[src/hdl/infix_to_postfix_converter_macros.svh]
// Assertion helpers used by the converter's stack engine (i2p_back).
// Each macro expects signals named clk and arst_n in the calling scope.
`ifndef INFIX_TO_POSTFIX_CONVERTER_MACROS_SVH
`define INFIX_TO_POSTFIX_CONVERTER_MACROS_SVH

// The expression holds at every clock edge outside reset.
`define I2P_ASSERT_ALWAYS(lbl, expr, msg) \
	lbl: assert property (@(posedge clk) disable iff (!arst_n) (expr)) else $error(msg);

// The consequent holds in the same cycle as the antecedent.
`define I2P_ASSERT_IMPLY(lbl, ante, cons, msg) \
	lbl: assert property (@(posedge clk) disable iff (!arst_n) (ante) |-> (cons)) \
		else $error(msg);

// The consequent holds in the cycle after the antecedent.
`define I2P_ASSERT_NEXT(lbl, ante, cons, msg) \
	lbl: assert property (@(posedge clk) disable iff (!arst_n) (ante) |=> (cons)) \
		else $error(msg);

`endif

[src/hdl/i2p_pkg.sv]
`default_nettype none

package i2p_pkg;

	// Default depth of the operator stack.
	localparam int unsigned STACK_DEPTH_DEF = 32;

	// Depth of the command queue between front and back; a power of two.
	localparam int unsigned QUEUE_DEPTH = 4;

	// Operator stack entry codes.
	typedef enum logic [2:0] {
		CODE_OPEN = 3'd0,
		CODE_ADD  = 3'd1,
		CODE_SUB  = 3'd2,
		CODE_MUL  = 3'd3,
		CODE_DIV  = 3'd4,
		CODE_MOD  = 3'd5
	} stk_code_t;

	// Sticky status reported with every result.
	typedef enum logic [1:0] {
		ERR_NONE      = 2'd0,
		ERR_OVERFLOW  = 2'd1,
		ERR_UNMATCHED = 2'd2,
		ERR_UNCLOSED  = 2'd3
	} err_t;

	// What the back end has to do for one accepted character.
	typedef enum logic [2:0] {
		CMD_PASS,
		CMD_OPEN,
		CMD_CLOSE,
		CMD_OPER,
		CMD_END,
		CMD_NONE
	} cmd_kind_t;

	typedef struct packed {
		cmd_kind_t kind;
		logic [7:0] sym;
		stk_code_t code;
	} cmd_t;

	typedef struct packed {
		logic [7:0] ch;
		logic char_valid;
		err_t status;
	} res_t;

	function automatic logic [7:0] code_char(input stk_code_t code);
		logic [7:0] c;
		case (code)
			CODE_ADD: c = 8'h2B;
			CODE_SUB: c = 8'h2D;
			CODE_MUL: c = 8'h2A;
			CODE_DIV: c = 8'h2F;
			CODE_MOD: c = 8'h25;
			default:  c = 8'h28;
		endcase
		return c;
	endfunction

	function automatic logic [1:0] code_prec(input stk_code_t code);
		logic [1:0] p;
		case (code)
			CODE_ADD, CODE_SUB:           p = 2'd1;
			CODE_MUL, CODE_DIV, CODE_MOD: p = 2'd2;
			default:                      p = 2'd0;
		endcase
		return p;
	endfunction

endpackage

`default_nettype wire

[src/hdl/i2p_front.sv]
`default_nettype none

module i2p_front (
	input  wire logic         clk,
	input  wire logic         arst_n,
	input  wire logic         in_valid,
	output logic              in_ready,
	input  wire logic         in_end,
	input  wire logic [7:0]   in_sym,
	output logic              cmd_valid,
	input  wire logic         cmd_ready,
	output i2p_pkg::cmd_t     cmd
);
	import i2p_pkg::*;

	logic  cmd_v_s1;
	cmd_t  cmd_s1;
	cmd_t  cls;
	logic  accept;

	// Sort the character into the action the back end takes.
	always_comb begin
		cls.kind = CMD_NONE;
		cls.sym  = in_sym;
		cls.code = CODE_OPEN;
		if (in_end) begin
			cls.kind = CMD_END;
		end else if (in_sym inside {[8'h41:8'h5A], [8'h61:8'h7A], [8'h30:8'h39]}) begin
			cls.kind = CMD_PASS;
		end else begin
			case (in_sym)
				8'h28: cls.kind = CMD_OPEN;
				8'h29: cls.kind = CMD_CLOSE;
				8'h2B: begin
					cls.kind = CMD_OPER;
					cls.code = CODE_ADD;
				end
				8'h2D: begin
					cls.kind = CMD_OPER;
					cls.code = CODE_SUB;
				end
				8'h2A: begin
					cls.kind = CMD_OPER;
					cls.code = CODE_MUL;
				end
				8'h2F: begin
					cls.kind = CMD_OPER;
					cls.code = CODE_DIV;
				end
				8'h25: begin
					cls.kind = CMD_OPER;
					cls.code = CODE_MOD;
				end
				default: cls.kind = CMD_NONE;
			endcase
		end
	end

	assign in_ready = !cmd_v_s1 || cmd_ready;
	assign accept   = in_valid && in_ready;

	// Ignored characters are accepted and simply not forwarded.
	always_ff @(posedge clk or negedge arst_n) begin
		if (!arst_n) begin
			cmd_v_s1 <= 1'b0;
		end else if (accept) begin
			cmd_v_s1 <= (cls.kind != CMD_NONE);
		end else if (cmd_ready) begin
			cmd_v_s1 <= 1'b0;
		end
	end

	always_ff @(posedge clk) begin
		if (accept) begin
			cmd_s1 <= cls;
		end
	end

	assign cmd_valid = cmd_v_s1;
	assign cmd       = cmd_s1;

endmodule

`default_nettype wire

[src/hdl/i2p_queue.sv]
`default_nettype none

module i2p_queue (
	input  wire logic          clk,
	input  wire logic          arst_n,
	input  wire logic          wr_valid,
	output logic               wr_ready,
	input  wire i2p_pkg::cmd_t wr_cmd,
	output logic               rd_valid,
	input  wire logic          rd_ready,
	output i2p_pkg::cmd_t      rd_cmd
);
	import i2p_pkg::*;

	localparam int unsigned QW = $clog2(QUEUE_DEPTH);

	cmd_t          entry_q [QUEUE_DEPTH];
	logic [QW-1:0] wr_ptr_q;
	logic [QW-1:0] rd_ptr_q;
	logic [QW:0]   fill_q;
	logic          push;
	logic          pop;

	assign wr_ready = (fill_q != (QW+1)'(QUEUE_DEPTH));
	assign rd_valid = (fill_q != '0);
	assign push     = wr_valid && wr_ready;
	assign pop      = rd_valid && rd_ready;
	assign rd_cmd   = entry_q[rd_ptr_q];

	always_ff @(posedge clk or negedge arst_n) begin
		if (!arst_n) begin
			wr_ptr_q <= '0;
			rd_ptr_q <= '0;
			fill_q   <= '0;
		end else begin
			if (push) begin
				wr_ptr_q <= wr_ptr_q + 1'b1;
			end
			if (pop) begin
				rd_ptr_q <= rd_ptr_q + 1'b1;
			end
			if (push && !pop) begin
				fill_q <= fill_q + 1'b1;
			end else if (pop && !push) begin
				fill_q <= fill_q - 1'b1;
			end
		end
	end

	always_ff @(posedge clk) begin
		if (push) begin
			entry_q[wr_ptr_q] <= wr_cmd;
		end
	end

endmodule

`default_nettype wire

[src/hdl/i2p_back.sv]
`default_nettype none
`include "infix_to_postfix_converter_macros.svh"

module i2p_back #(
	parameter int unsigned STACK_DEPTH = i2p_pkg::STACK_DEPTH_DEF
) (
	input  wire logic          clk,
	input  wire logic          arst_n,
	input  wire logic          cmd_valid,
	output logic               cmd_ready,
	input  wire i2p_pkg::cmd_t cmd,
	output logic               out_valid,
	input  wire logic          out_ready,
	output i2p_pkg::res_t      out_res,
	output logic               out_last
);
	import i2p_pkg::*;

	localparam int unsigned AW = $clog2(STACK_DEPTH);
	localparam int unsigned CW = $clog2(STACK_DEPTH + 1);

	// Operator stack; written on push, read one below the top on pop.
	stk_code_t     stack_mem [STACK_DEPTH];
	stk_code_t     rd_q;
	stk_code_t     top_q;
	logic          top_mem_q;
	logic [CW-1:0] cnt_q;
	err_t          err_q;

	// Newest result of the current command, held until we know if it is the last.
	res_t          pend_q;
	logic          pend_valid_q;

	res_t          out_q;
	logic          out_last_q;
	logic          out_valid_q;

	stk_code_t     top;
	logic          has;
	logic          full;
	logic          out_free;
	logic          step_ok;
	logic [CW-1:0] below_ptr;

	logic          go;
	logic          fire;
	logic          done;
	logic          do_pop;
	logic          do_push;
	logic          set_err;
	err_t          err_new;
	logic          err_clr;
	logic          produce;
	res_t          prod;
	logic          flush;
	logic          ld_out;
	res_t          out_d;
	logic          out_last_d;
	logic          marker;
	logic          pend_clr;

	assign top       = top_mem_q ? rd_q : top_q;
	assign has       = (cnt_q != '0);
	assign full      = (cnt_q == CW'(STACK_DEPTH));
	assign out_free  = !out_valid_q || out_ready;
	assign step_ok   = !pend_valid_q || out_free;
	assign below_ptr = cnt_q - CW'(2);

	always_comb begin
		go       = 1'b0;
		done     = 1'b0;
		do_pop   = 1'b0;
		do_push  = 1'b0;
		set_err  = 1'b0;
		err_new  = ERR_NONE;
		err_clr  = 1'b0;
		produce  = 1'b0;
		prod     = '{ch: code_char(top), char_valid: 1'b1, status: err_q};
		flush    = 1'b0;
		marker   = 1'b0;
		pend_clr = 1'b0;
		case (cmd.kind)
			CMD_PASS: begin
				go   = out_free;
				done = 1'b1;
			end
			CMD_OPEN: begin
				go      = 1'b1;
				do_push = 1'b1;
				done    = 1'b1;
			end
			CMD_CLOSE: begin
				if (!has) begin
					go      = step_ok;
					set_err = 1'b1;
					err_new = ERR_UNMATCHED;
					flush   = 1'b1;
					done    = 1'b1;
				end else if (top == CODE_OPEN) begin
					go     = step_ok;
					do_pop = 1'b1;
					flush  = 1'b1;
					done   = 1'b1;
				end else begin
					go      = step_ok;
					do_pop  = 1'b1;
					produce = 1'b1;
				end
			end
			CMD_OPER: begin
				if (has && top != CODE_OPEN && code_prec(top) >= code_prec(cmd.code)) begin
					go      = step_ok;
					do_pop  = 1'b1;
					produce = 1'b1;
				end else begin
					go      = step_ok;
					do_push = 1'b1;
					flush   = 1'b1;
					done    = 1'b1;
				end
			end
			CMD_END: begin
				if (has) begin
					do_pop = 1'b1;
					if (top == CODE_OPEN) begin
						go      = 1'b1;
						set_err = 1'b1;
						err_new = ERR_UNCLOSED;
					end else begin
						go      = step_ok;
						produce = 1'b1;
					end
				end else if (pend_valid_q) begin
					go       = out_free;
					pend_clr = 1'b1;
				end else begin
					go      = out_free;
					marker  = 1'b1;
					err_clr = 1'b1;
					done    = 1'b1;
				end
			end
			default: begin
				go   = 1'b1;
				done = 1'b1;
			end
		endcase
	end

	assign fire      = cmd_valid && go;
	assign cmd_ready = go && done;

	// Select what moves into the output register in this step.
	always_comb begin
		ld_out     = 1'b0;
		out_d      = pend_q;
		out_last_d = 1'b0;
		if (cmd.kind == CMD_PASS) begin
			ld_out = 1'b1;
			out_d  = '{ch: cmd.sym, char_valid: 1'b1, status: err_q};
			out_last_d = 1'b1;
		end else if (marker) begin
			ld_out = 1'b1;
			out_d  = '{ch: 8'h00, char_valid: 1'b0, status: err_q};
			out_last_d = 1'b1;
		end else if ((produce || pend_clr) && pend_valid_q) begin
			ld_out = 1'b1;
		end else if (flush && pend_valid_q) begin
			ld_out     = 1'b1;
			out_last_d = 1'b1;
		end
	end

	always_ff @(posedge clk or negedge arst_n) begin
		if (!arst_n) begin
			cnt_q        <= '0;
			err_q        <= ERR_NONE;
			top_mem_q    <= 1'b0;
			pend_valid_q <= 1'b0;
			out_valid_q  <= 1'b0;
		end else begin
			if (fire && ld_out) begin
				out_valid_q <= 1'b1;
			end else if (out_ready) begin
				out_valid_q <= 1'b0;
			end
			if (fire) begin
				if (produce) begin
					pend_valid_q <= 1'b1;
				end else if (flush || pend_clr) begin
					pend_valid_q <= 1'b0;
				end
				if (do_pop) begin
					cnt_q     <= cnt_q - 1'b1;
					top_mem_q <= 1'b1;
				end else if (do_push && !full) begin
					cnt_q     <= cnt_q + 1'b1;
					top_mem_q <= 1'b0;
				end
				if (err_clr) begin
					err_q <= ERR_NONE;
				end else if ((set_err || (do_push && full)) && err_q == ERR_NONE) begin
					err_q <= set_err ? err_new : ERR_OVERFLOW;
				end
			end
		end
	end

	always_ff @(posedge clk) begin
		if (fire && do_push && !full) begin
			stack_mem[cnt_q[AW-1:0]] <= cmd.code;
			top_q <= cmd.code;
		end
		if (fire && do_pop) begin
			rd_q <= stack_mem[below_ptr[AW-1:0]];
		end
		if (fire && produce) begin
			pend_q <= prod;
		end
		if (fire && ld_out) begin
			out_q      <= out_d;
			out_last_q <= out_last_d;
		end
	end

	assign out_valid = out_valid_q;
	assign out_res   = out_q;
	assign out_last  = out_last_q;

	`I2P_ASSERT_ALWAYS(a_cnt_bound, cnt_q <= CW'(STACK_DEPTH), "stack count above depth")
	`I2P_ASSERT_IMPLY(a_pop_nonempty, fire && do_pop, has, "pop from an empty stack")
	`I2P_ASSERT_NEXT(a_err_sticky, err_q != ERR_NONE && !(fire && err_clr), $stable(err_q), "held error replaced")
	`I2P_ASSERT_NEXT(a_end_clears, fire && marker, !has && err_q == ERR_NONE && !pend_valid_q, "end item left state behind")

endmodule

`default_nettype wire

[src/hdl/infix_to_postfix_converter.sv]
// Infix-to-postfix converter. Characters of an infix expression enter on the s_axis
// stream one per transaction and the postfix form leaves on m_axis. Letters and digits
// pass through, parentheses and the operators + - * / % are reordered through an operator
// stack of STACK_DEPTH entries, and every other byte is accepted and dropped. A transaction
// with tuser set ends the expression: the stack is flushed and an end marker (tuser 0,
// character 0) closes the output, carrying the final status; then the status is cleared.
// Every result carries the status held when it was produced (0 ok, 1 stack overflow,
// 2 unmatched close paren, 3 unclosed open paren); only the first error of an expression
// is kept. tlast marks the final result caused by an input character.
// Structure: a front stage classifies characters and a four-entry command queue feeds the
// stack engine, so input keeps flowing while the engine pops. The engine does one stack
// push or pop per cycle while its output can take results: a letter, digit or '(' needs
// no pop, an operator pops each operator of equal or higher precedence above the last '(',
// a ')' pops operators down to its '(', and an end item pops every stack entry before
// the end marker goes out.

`default_nettype none

module infix_to_postfix_converter #(
	parameter int unsigned STACK_DEPTH = i2p_pkg::STACK_DEPTH_DEF
) (
	input  wire logic        clk,
	input  wire logic        arst_n,
	// Input stream.
	input  wire logic        s_axis_tvalid,
	output logic             s_axis_tready,
	input  wire logic [7:0]  s_axis_tdata,   // [7:0] symbol
	input  wire logic        s_axis_tuser,   // [0] op: 1 = end of expression
	// Output stream.
	output logic             m_axis_tvalid,
	input  wire logic        m_axis_tready,
	output logic [15:0]      m_axis_tdata,   // [7:0] out_char, [9:8] status, rest zero
	output logic             m_axis_tuser,   // [0] char_valid
	output logic             m_axis_tlast    // last result of the input character
);
	import i2p_pkg::*;

	// Classified command from the front stage into the queue.
	logic  f_valid;
	logic  f_ready;
	cmd_t  f_cmd;

	// Queue head into the stack engine.
	logic  q_valid;
	logic  q_ready;
	cmd_t  q_cmd;

	res_t  res;

	i2p_front u_front (
		.clk       (clk),
		.arst_n    (arst_n),
		.in_valid  (s_axis_tvalid),
		.in_ready  (s_axis_tready),
		.in_end    (s_axis_tuser),
		.in_sym    (s_axis_tdata),
		.cmd_valid (f_valid),
		.cmd_ready (f_ready),
		.cmd       (f_cmd)
	);

	i2p_queue u_queue (
		.clk      (clk),
		.arst_n   (arst_n),
		.wr_valid (f_valid),
		.wr_ready (f_ready),
		.wr_cmd   (f_cmd),
		.rd_valid (q_valid),
		.rd_ready (q_ready),
		.rd_cmd   (q_cmd)
	);

	// The engine owns the stack, the status and the output register.
	i2p_back #(
		.STACK_DEPTH (STACK_DEPTH)
	) u_back (
		.clk       (clk),
		.arst_n    (arst_n),
		.cmd_valid (q_valid),
		.cmd_ready (q_ready),
		.cmd       (q_cmd),
		.out_valid (m_axis_tvalid),
		.out_ready (m_axis_tready),
		.out_res   (res),
		.out_last  (m_axis_tlast)
	);

	assign m_axis_tdata = {6'b000000, res.status, res.ch};
	assign m_axis_tuser = res.char_valid;

endmodule

`default_nettype wire
[config.mk]
export PLATFORM = sky130hd
export DESIGN_NAME = infix_to_postfix_converter
export DESIGN_NICKNAME = d
export VERILOG_FILES = /design/src/hdl/i2p_pkg.sv /design/src/hdl/i2p_front.sv /design/src/hdl/i2p_queue.sv /design/src/hdl/i2p_back.sv /design/src/hdl/infix_to_postfix_converter.sv
export VERILOG_INCLUDE_DIRS = /design/src /design/src/hdl
export SDC_FILE = /design/constraint.sdc
export NUM_CORES = 1
export LEC_CHECK = 0
export ABC_AREA = 1
export BUFFER_PORTS_ARGS = -buffer_cell sky130_fd_sc_hd__buf_4
export CORE_MARGIN = 1.5
export CORE_UTILIZATION = 40
export CTS_CLUSTER_DIAMETER = 50
export DETAILED_ROUTE_END_ITERATION = 16
export PLACE_DENSITY = 0.62
export SLEW_MARGIN = 30
export SYNTH_ARGS = -nofsm -noshare
export SYNTH_HDL_FRONTEND = slang
export SYNTH_HIERARCHICAL = 1
export SYNTH_SLANG_ARGS = --single-unit
[constraint.sdc]
create_clock -name clk -period 7.4 [get_ports clk]
set_input_delay 0.74 -clock clk [delete_from_list [all_inputs] [get_ports clk]]
set_output_delay 0.74 -clock clk [all_outputs]
set_load 0.05 [all_outputs]
## Yosys cells after proc, flatten, opt, wreduce, memory -nomap -nowiden

Memories as Yosys holds them, arrays and structs flattened. A register that Yosys moved wholly into a read port is not among the register bits.
Index checks and enable logic that the tools add are counted.

- Add/subtract/negate cells: 7
- Order comparisons: 7
- Equality and inequality tests: 24
- Mux-type cells: 64
- Reductions and logical operators: 59

Operators with widths:

| operator | count |
|---|---|
| 8-bit by 6-bit == test with 1-bit output, second input constant | 7 |
| 1-bit two-way mux | 34 |
| 1-bit logical AND | 22 |
| 11-bit two-way mux | 2 |
| 4-bit one-hot mux with 5 select lines | 1 |
| 3-bit by 2-bit == test with 1-bit output, second input constant | 6 |
| 8-bit by 7-bit >= comparator with 1-bit output, second input constant | 2 |
| 8-bit by 7-bit <= comparator with 1-bit output, second input constant | 2 |
| 2-bit two-way mux | 8 |
| 3-bit == test, second input constant | 5 |
| 3-bit two-way mux | 5 |
| 3-bit one-hot mux with 5 select lines | 1 |
| 6-bit two-way mux | 2 |
| 2-bit one-hot mux with 2 select lines | 3 |
| 2-bit nonzero test | 6 |
| 2-bit OR reduction | 6 |
| 1-bit one-hot mux with 2 select lines | 5 |
| 3-bit by 1-bit == test with 1-bit output, second input constant | 3 |
| 3-bit one-hot mux with 3 select lines | 1 |
| 3-bit nonzero test | 3 |
| 8-bit by 6-bit >= comparator with 1-bit output, second input constant | 1 |
| 8-bit by 6-bit <= comparator with 1-bit output, second input constant | 1 |
| 6-bit by 1-bit adder with 6-bit output, second input constant | 1 |
| 6-bit == test, second input constant | 1 |
| other kinds (16) | 33 |

- Bits in registers: 58
- RAM bits: 152
- Bits of input ports: 13
- Output and inout bits: 20
- Memories kept: 2

Memories:

| memory | words | bits a word | rd ports | clocked after Yosys merged registers in | wr ports | RTL line | source |
|---|---|---|---|---|---|---|---|
| u_back.stack_mem | 32 | 3 | 1 | 1 | 1 | i2p_back.sv:23 | `stk_code_t stack_mem [STACK_DEPTH];` |
| u_queue.entry_q | 4 | 14 | 1 | 0 | 1 | i2p_queue.sv:17 | `cmd_t entry_q [QUEUE_DEPTH];` |

## Logic depth before layout (Yosys ltp)

- Depth in word-level cells: 16
- Gate-level depth with buffers: 27
- Mapped depth without buffers: 26

## By module

Netlist, hierarchy kept.

By module, submodules not included:

| module | instances | cells each | area an instance (um^2) | seq. area each (um^2) |
|---|---|---|---|---|
| i2p_back | 1 | 530 | 5858.1 | 3878.7 |
| i2p_queue | 1 | 223 | 2746.4 | 1856.8 |
| i2p_front | 1 | 77 | 757.0 | 445.4 |
| infix_to_postfix_converter | 1 | 7 | 48.8 | 0.0 |

## Least setup slack after synthesis

No wires, ideal clock.

- Kind: reg-to-reg
- Start: register u_queue.rd_ptr_q[1]
- End: register u_queue.fill_q[2]
- Library setup time: 117 ps
- Data arrival time: 3560 ps
- Data required time: 7283 ps
- Path slack: 3723 ps
- Stages on the path, launching flop included: 25
- Path buffers: 2
- Cell sequence: dfrtp_1 > buf_2 > inv_4 > buf_4 > o211ai_2 > nand2_1 > inv_1 > o21ai_0 > o21ai_0 > ha_1 > nand2_1 > nand3_1 > nor2_1 > o21ai_0 > o211ai_1 > nand2_1 > inv_1 > nand2_1 > ha_1 > inv_1 > fa_1 > nand2_1 > nand3_1 > nand2_1 > nand2_1

RTL lines:

| item | RTL line | source |
|---|---|---|
| from (decl) | i2p_queue.sv:19 | `logic [QW-1:0] rd_ptr_q;` |
| from (signal assigned) | i2p_queue.sv:40 | `rd_ptr_q <= rd_ptr_q + 1'b1;` |
| to (signal assigned) | i2p_queue.sv:43 | `fill_q <= fill_q + 1'b1;` |
| to (signal assigned) | i2p_queue.sv:45 | `fill_q <= fill_q - 1'b1;` |
| to (decl) | i2p_queue.sv:20 | `logic [QW:0] fill_q;` |

==> summary.md <==
| Metric | Value |
|---|---|
| Worst IR drop on VDD | `222 uV` |
| GR peak layer | `met2` |
| Vias in the first global route | `5759` |
| YS warnings | `6` |
| Largest cells by area after synthesis | `edfxtp_1, nand2_1, dfrtp_1` |
| Commonest non-fill, non-tap cell in the layout | `nand2_1` |
| P per Cell Area | `486 mW/mm2` |
| Final number of hold-violating endpoints | `0` |
| Synth top area share | `60.6%` |
| Number of diodes | `0` |
| Commonest cells after routing, fill and taps aside | `nand2_1, edfxtp_1, inv_1` |
| Die W | `156 um` |
| IO Count | `33` |
| Worst path required time | `7.82 ns` |
| Count of pins over their slew limit | `0` |
| Final worst clock skew | `0.0272 ns` |
| Post-Route WL | `18400 um` |
| Post-cts resize count | `0` |
| Status | `finished clean` |
| Die area | `0.0245 mm2` |
| Min cycle time layout | `4.55 ns` |
| Multi-input logic area | `0.00267 mm2` |
| Clk_lat worst skew | `0.54 ns` |
| Leakage | `0.00430 uW` |
| Clock Sinks | `209` |
| GRT Resource Usage Total | `15.5%` |
| Routed vias | `5937` |
| Routed length per instance | `15.3 um` |
| DP HPWL | `12000 um` |
| RSZ-0062 raised after global routing | `false` |
| Critical path class | `flop to flop` |
| Relative slew slack | `47.0%` |
| Row cnt | `55` |
| Slew @ Worst Pin | `0.793 ns` |
| Fill count | `2117` |
| Max-cap violation count | `0` |
| Register bit total from synthesis | `209` |
| Fin nets | `901` |
| Tightest hold margin | `0.0836 ns` |
| Root Buffer Master | `clkbuf_16` |
| Postcts setup bufs | `0` |
| M1 GR Usage | `21.1%` |
| Initial antenna violation count | `0` |
| Final critical-path share of the clock period | `61.5%` |
| Num CTS Buffers | `26` |
| First-pass GRT wire length | `29500 um` |
| Met2 Resource Use GR | `25.5%` |
| Placeable Area | `0.0228 mm2` |
| Worst hold-check path type | `input port to asynchronous set/reset pin` |
| DRC Markers | `0` |
| Antenna-violating nets left | `0` |
| Initial DRT Pass Iterations | `5` |
| IO buf count | `26` |
| Clock buffer depth | `3` |
| Largest net degree at the start of global routing | `58` |
| Gp weighted congestion | `0.755` |
| Worst-path clk slew | `0.06 ns` |
| Initial Utilization | `41.2%` |
| Synth unique cells | `44` |
| Area growth syn-to-layout | `14.0%` |
| # H-tree levels | `1` |
| Die height | `156 um` |
| Share of layout cells above drive strength 1 | `14.2%` |
| Gr ovfl total | `0` |
| Routed vias/inst | `4.92` |
| TNS Setup | `0 ns` |
| Worst Setup End Kind | `flop` |
| Mapped Cells | `837` |
| Area of the mapped netlist | `0.00941 mm2` |
| Syn_area_per_cell | `11.2 um2` |
| # setup viols final | `0` |
| Biggest area consumer among synthesized cells | `edfxtp_1` |
| Reg2reg setup slack | `2.85 ns` |
| Worst EP arrival | `4.97 ns` |
| GR Util met3 | `2.52%` |
| CTS tree | `done` |
| Highest clock rate | `0.220 GHz` |
| First DRT Iteration DRCs | `515` |
| Post-CTS Hold Buffers | `0` |
| CP startpoint kind | `flop` |
| Critical Path Fanout Max | `57` |
| Seq/Total Area, Yosys | `65.7%` |
| Seq. cell area | `0.00618 mm2` |
cells by family after synthesis:
family	synth area share, %
xor+xnor	0.558
simple gates	18.3
other cells	0.0399
flops	65.7
compound gates	7.23
fa+ha+maj	2.02
buf+inv	6.21
layer usage:
layer	part of all wire, %	vias up	wire length [um]
met4	1.6	0	288
met1	45	2844	8360
met5	0	-	0
li1	-	2929	-
met2	48	140	8820
met3	5.3	24	970
power by group:
part,internal (uW),switching [uW]
sequential,1700,139
combinational,643,1530
clock,698,505
total,3040,2170
registers in the layout (all words and copies together) (netlist names):
name and flops:
u_back/stack_mem 96, u_queue/entry_q 56, u_front/cmd 14, u_back/out_res 11
u_back/cnt_q 6, u_back/pend_q 6, u_back/rd_q 3, u_back/top_q 3
u_queue/fill_q 3, u_back/err_q 2, u_queue/rd_ptr_q 2, u_queue/wr_ptr_q 2
u_back/out_last 1, u_back/out_valid 1, u_back/pend_valid_q 1, u_back/top_mem_q 1
u_front/cmd_valid 1
final cells by class:
type / count / share of cell area (%)
repair buffers: 32 / 2.24
clock inverters: 18 / 1.66
well taps: 313 / 3.65
flip-flops and latches: 209 / 57.6
clock buffers: 30 / 6.20
inverters: 106 / 3.74
multi-input cells: 499 / 24.9
synth_stat cells, drive strengths merged:
master	n
dfrtp	19
o211ai	32
edfxtp	190
ha	12
clkbuf	4
nand3b	1
nand3	40
a211oi	2
xor2	1
nor3	5
conb	1
xnor2	5
fa	2
a22o	4
clkinv	1
or2	1
a21boi	2
inv	105
nor2	75
buf	24
a31oi	1
nand2	239
o21ai	24
nand4	22
a21o	1
a22oi	15
a21oi	9
critical path, stage by stage (launching register included):
cell      delay [ns]
dfrtp_1         0.39
clkinv_2        0.59
nand2_1         0.25
o211ai_2        0.11
nand2_2         0.45
inv_1           0.13
o21ai_0         0.22
o21ai_0         0.14
ha_1            0.32
nand2_1         0.06
nand3_1         0.13
nand4_1         0.16
nand2_1         0.22
ha_1            0.40
a21oi_1         0.16
nand2_1         0.09
nand2_1         0.06
nand2_1         0.05
a21oi_1         0.17
inv_1           0.06
nand2_1         0.07
nand2_1         0.05
nand2_1         0.06
nand2_1         0.04
through the flow:
stage                     cell area [um2]  setup slack [ns]  std cells  power [uW]  utilization (%)
after CTS                           10700              2.57       1207        5260             46.9
final                               10700              2.85       1207        5210             47.0
after global placement               9880              2.79       1159        4000             43.2
after detailed placement             9880              2.60       1159        4040             43.2
after floorplan                      9430              3.72        842        3480                -
after global routing                10700              2.31       1207        5590             47.0
path summary, 6_finish.rpt:
kind                            cells after the start                start                end
worst max-delay path                               23  u_queue/rd_ptr_q[0]    u_back/cnt_q[5]
worst min-delay path                                1               arst_n  u_front/cmd_valid
worst max register to register                     23  u_queue/rd_ptr_q[0]    u_back/cnt_q[5]
worst min register to register                      0      u_back/err_q[1]   u_back/pend_q[1]
max in group asynchronous                           1               arst_n    u_back/cnt_q[3]
min in group clk                                    2        m_axis_tready   u_back/out_valid
(Power assumes the default switching activity.)
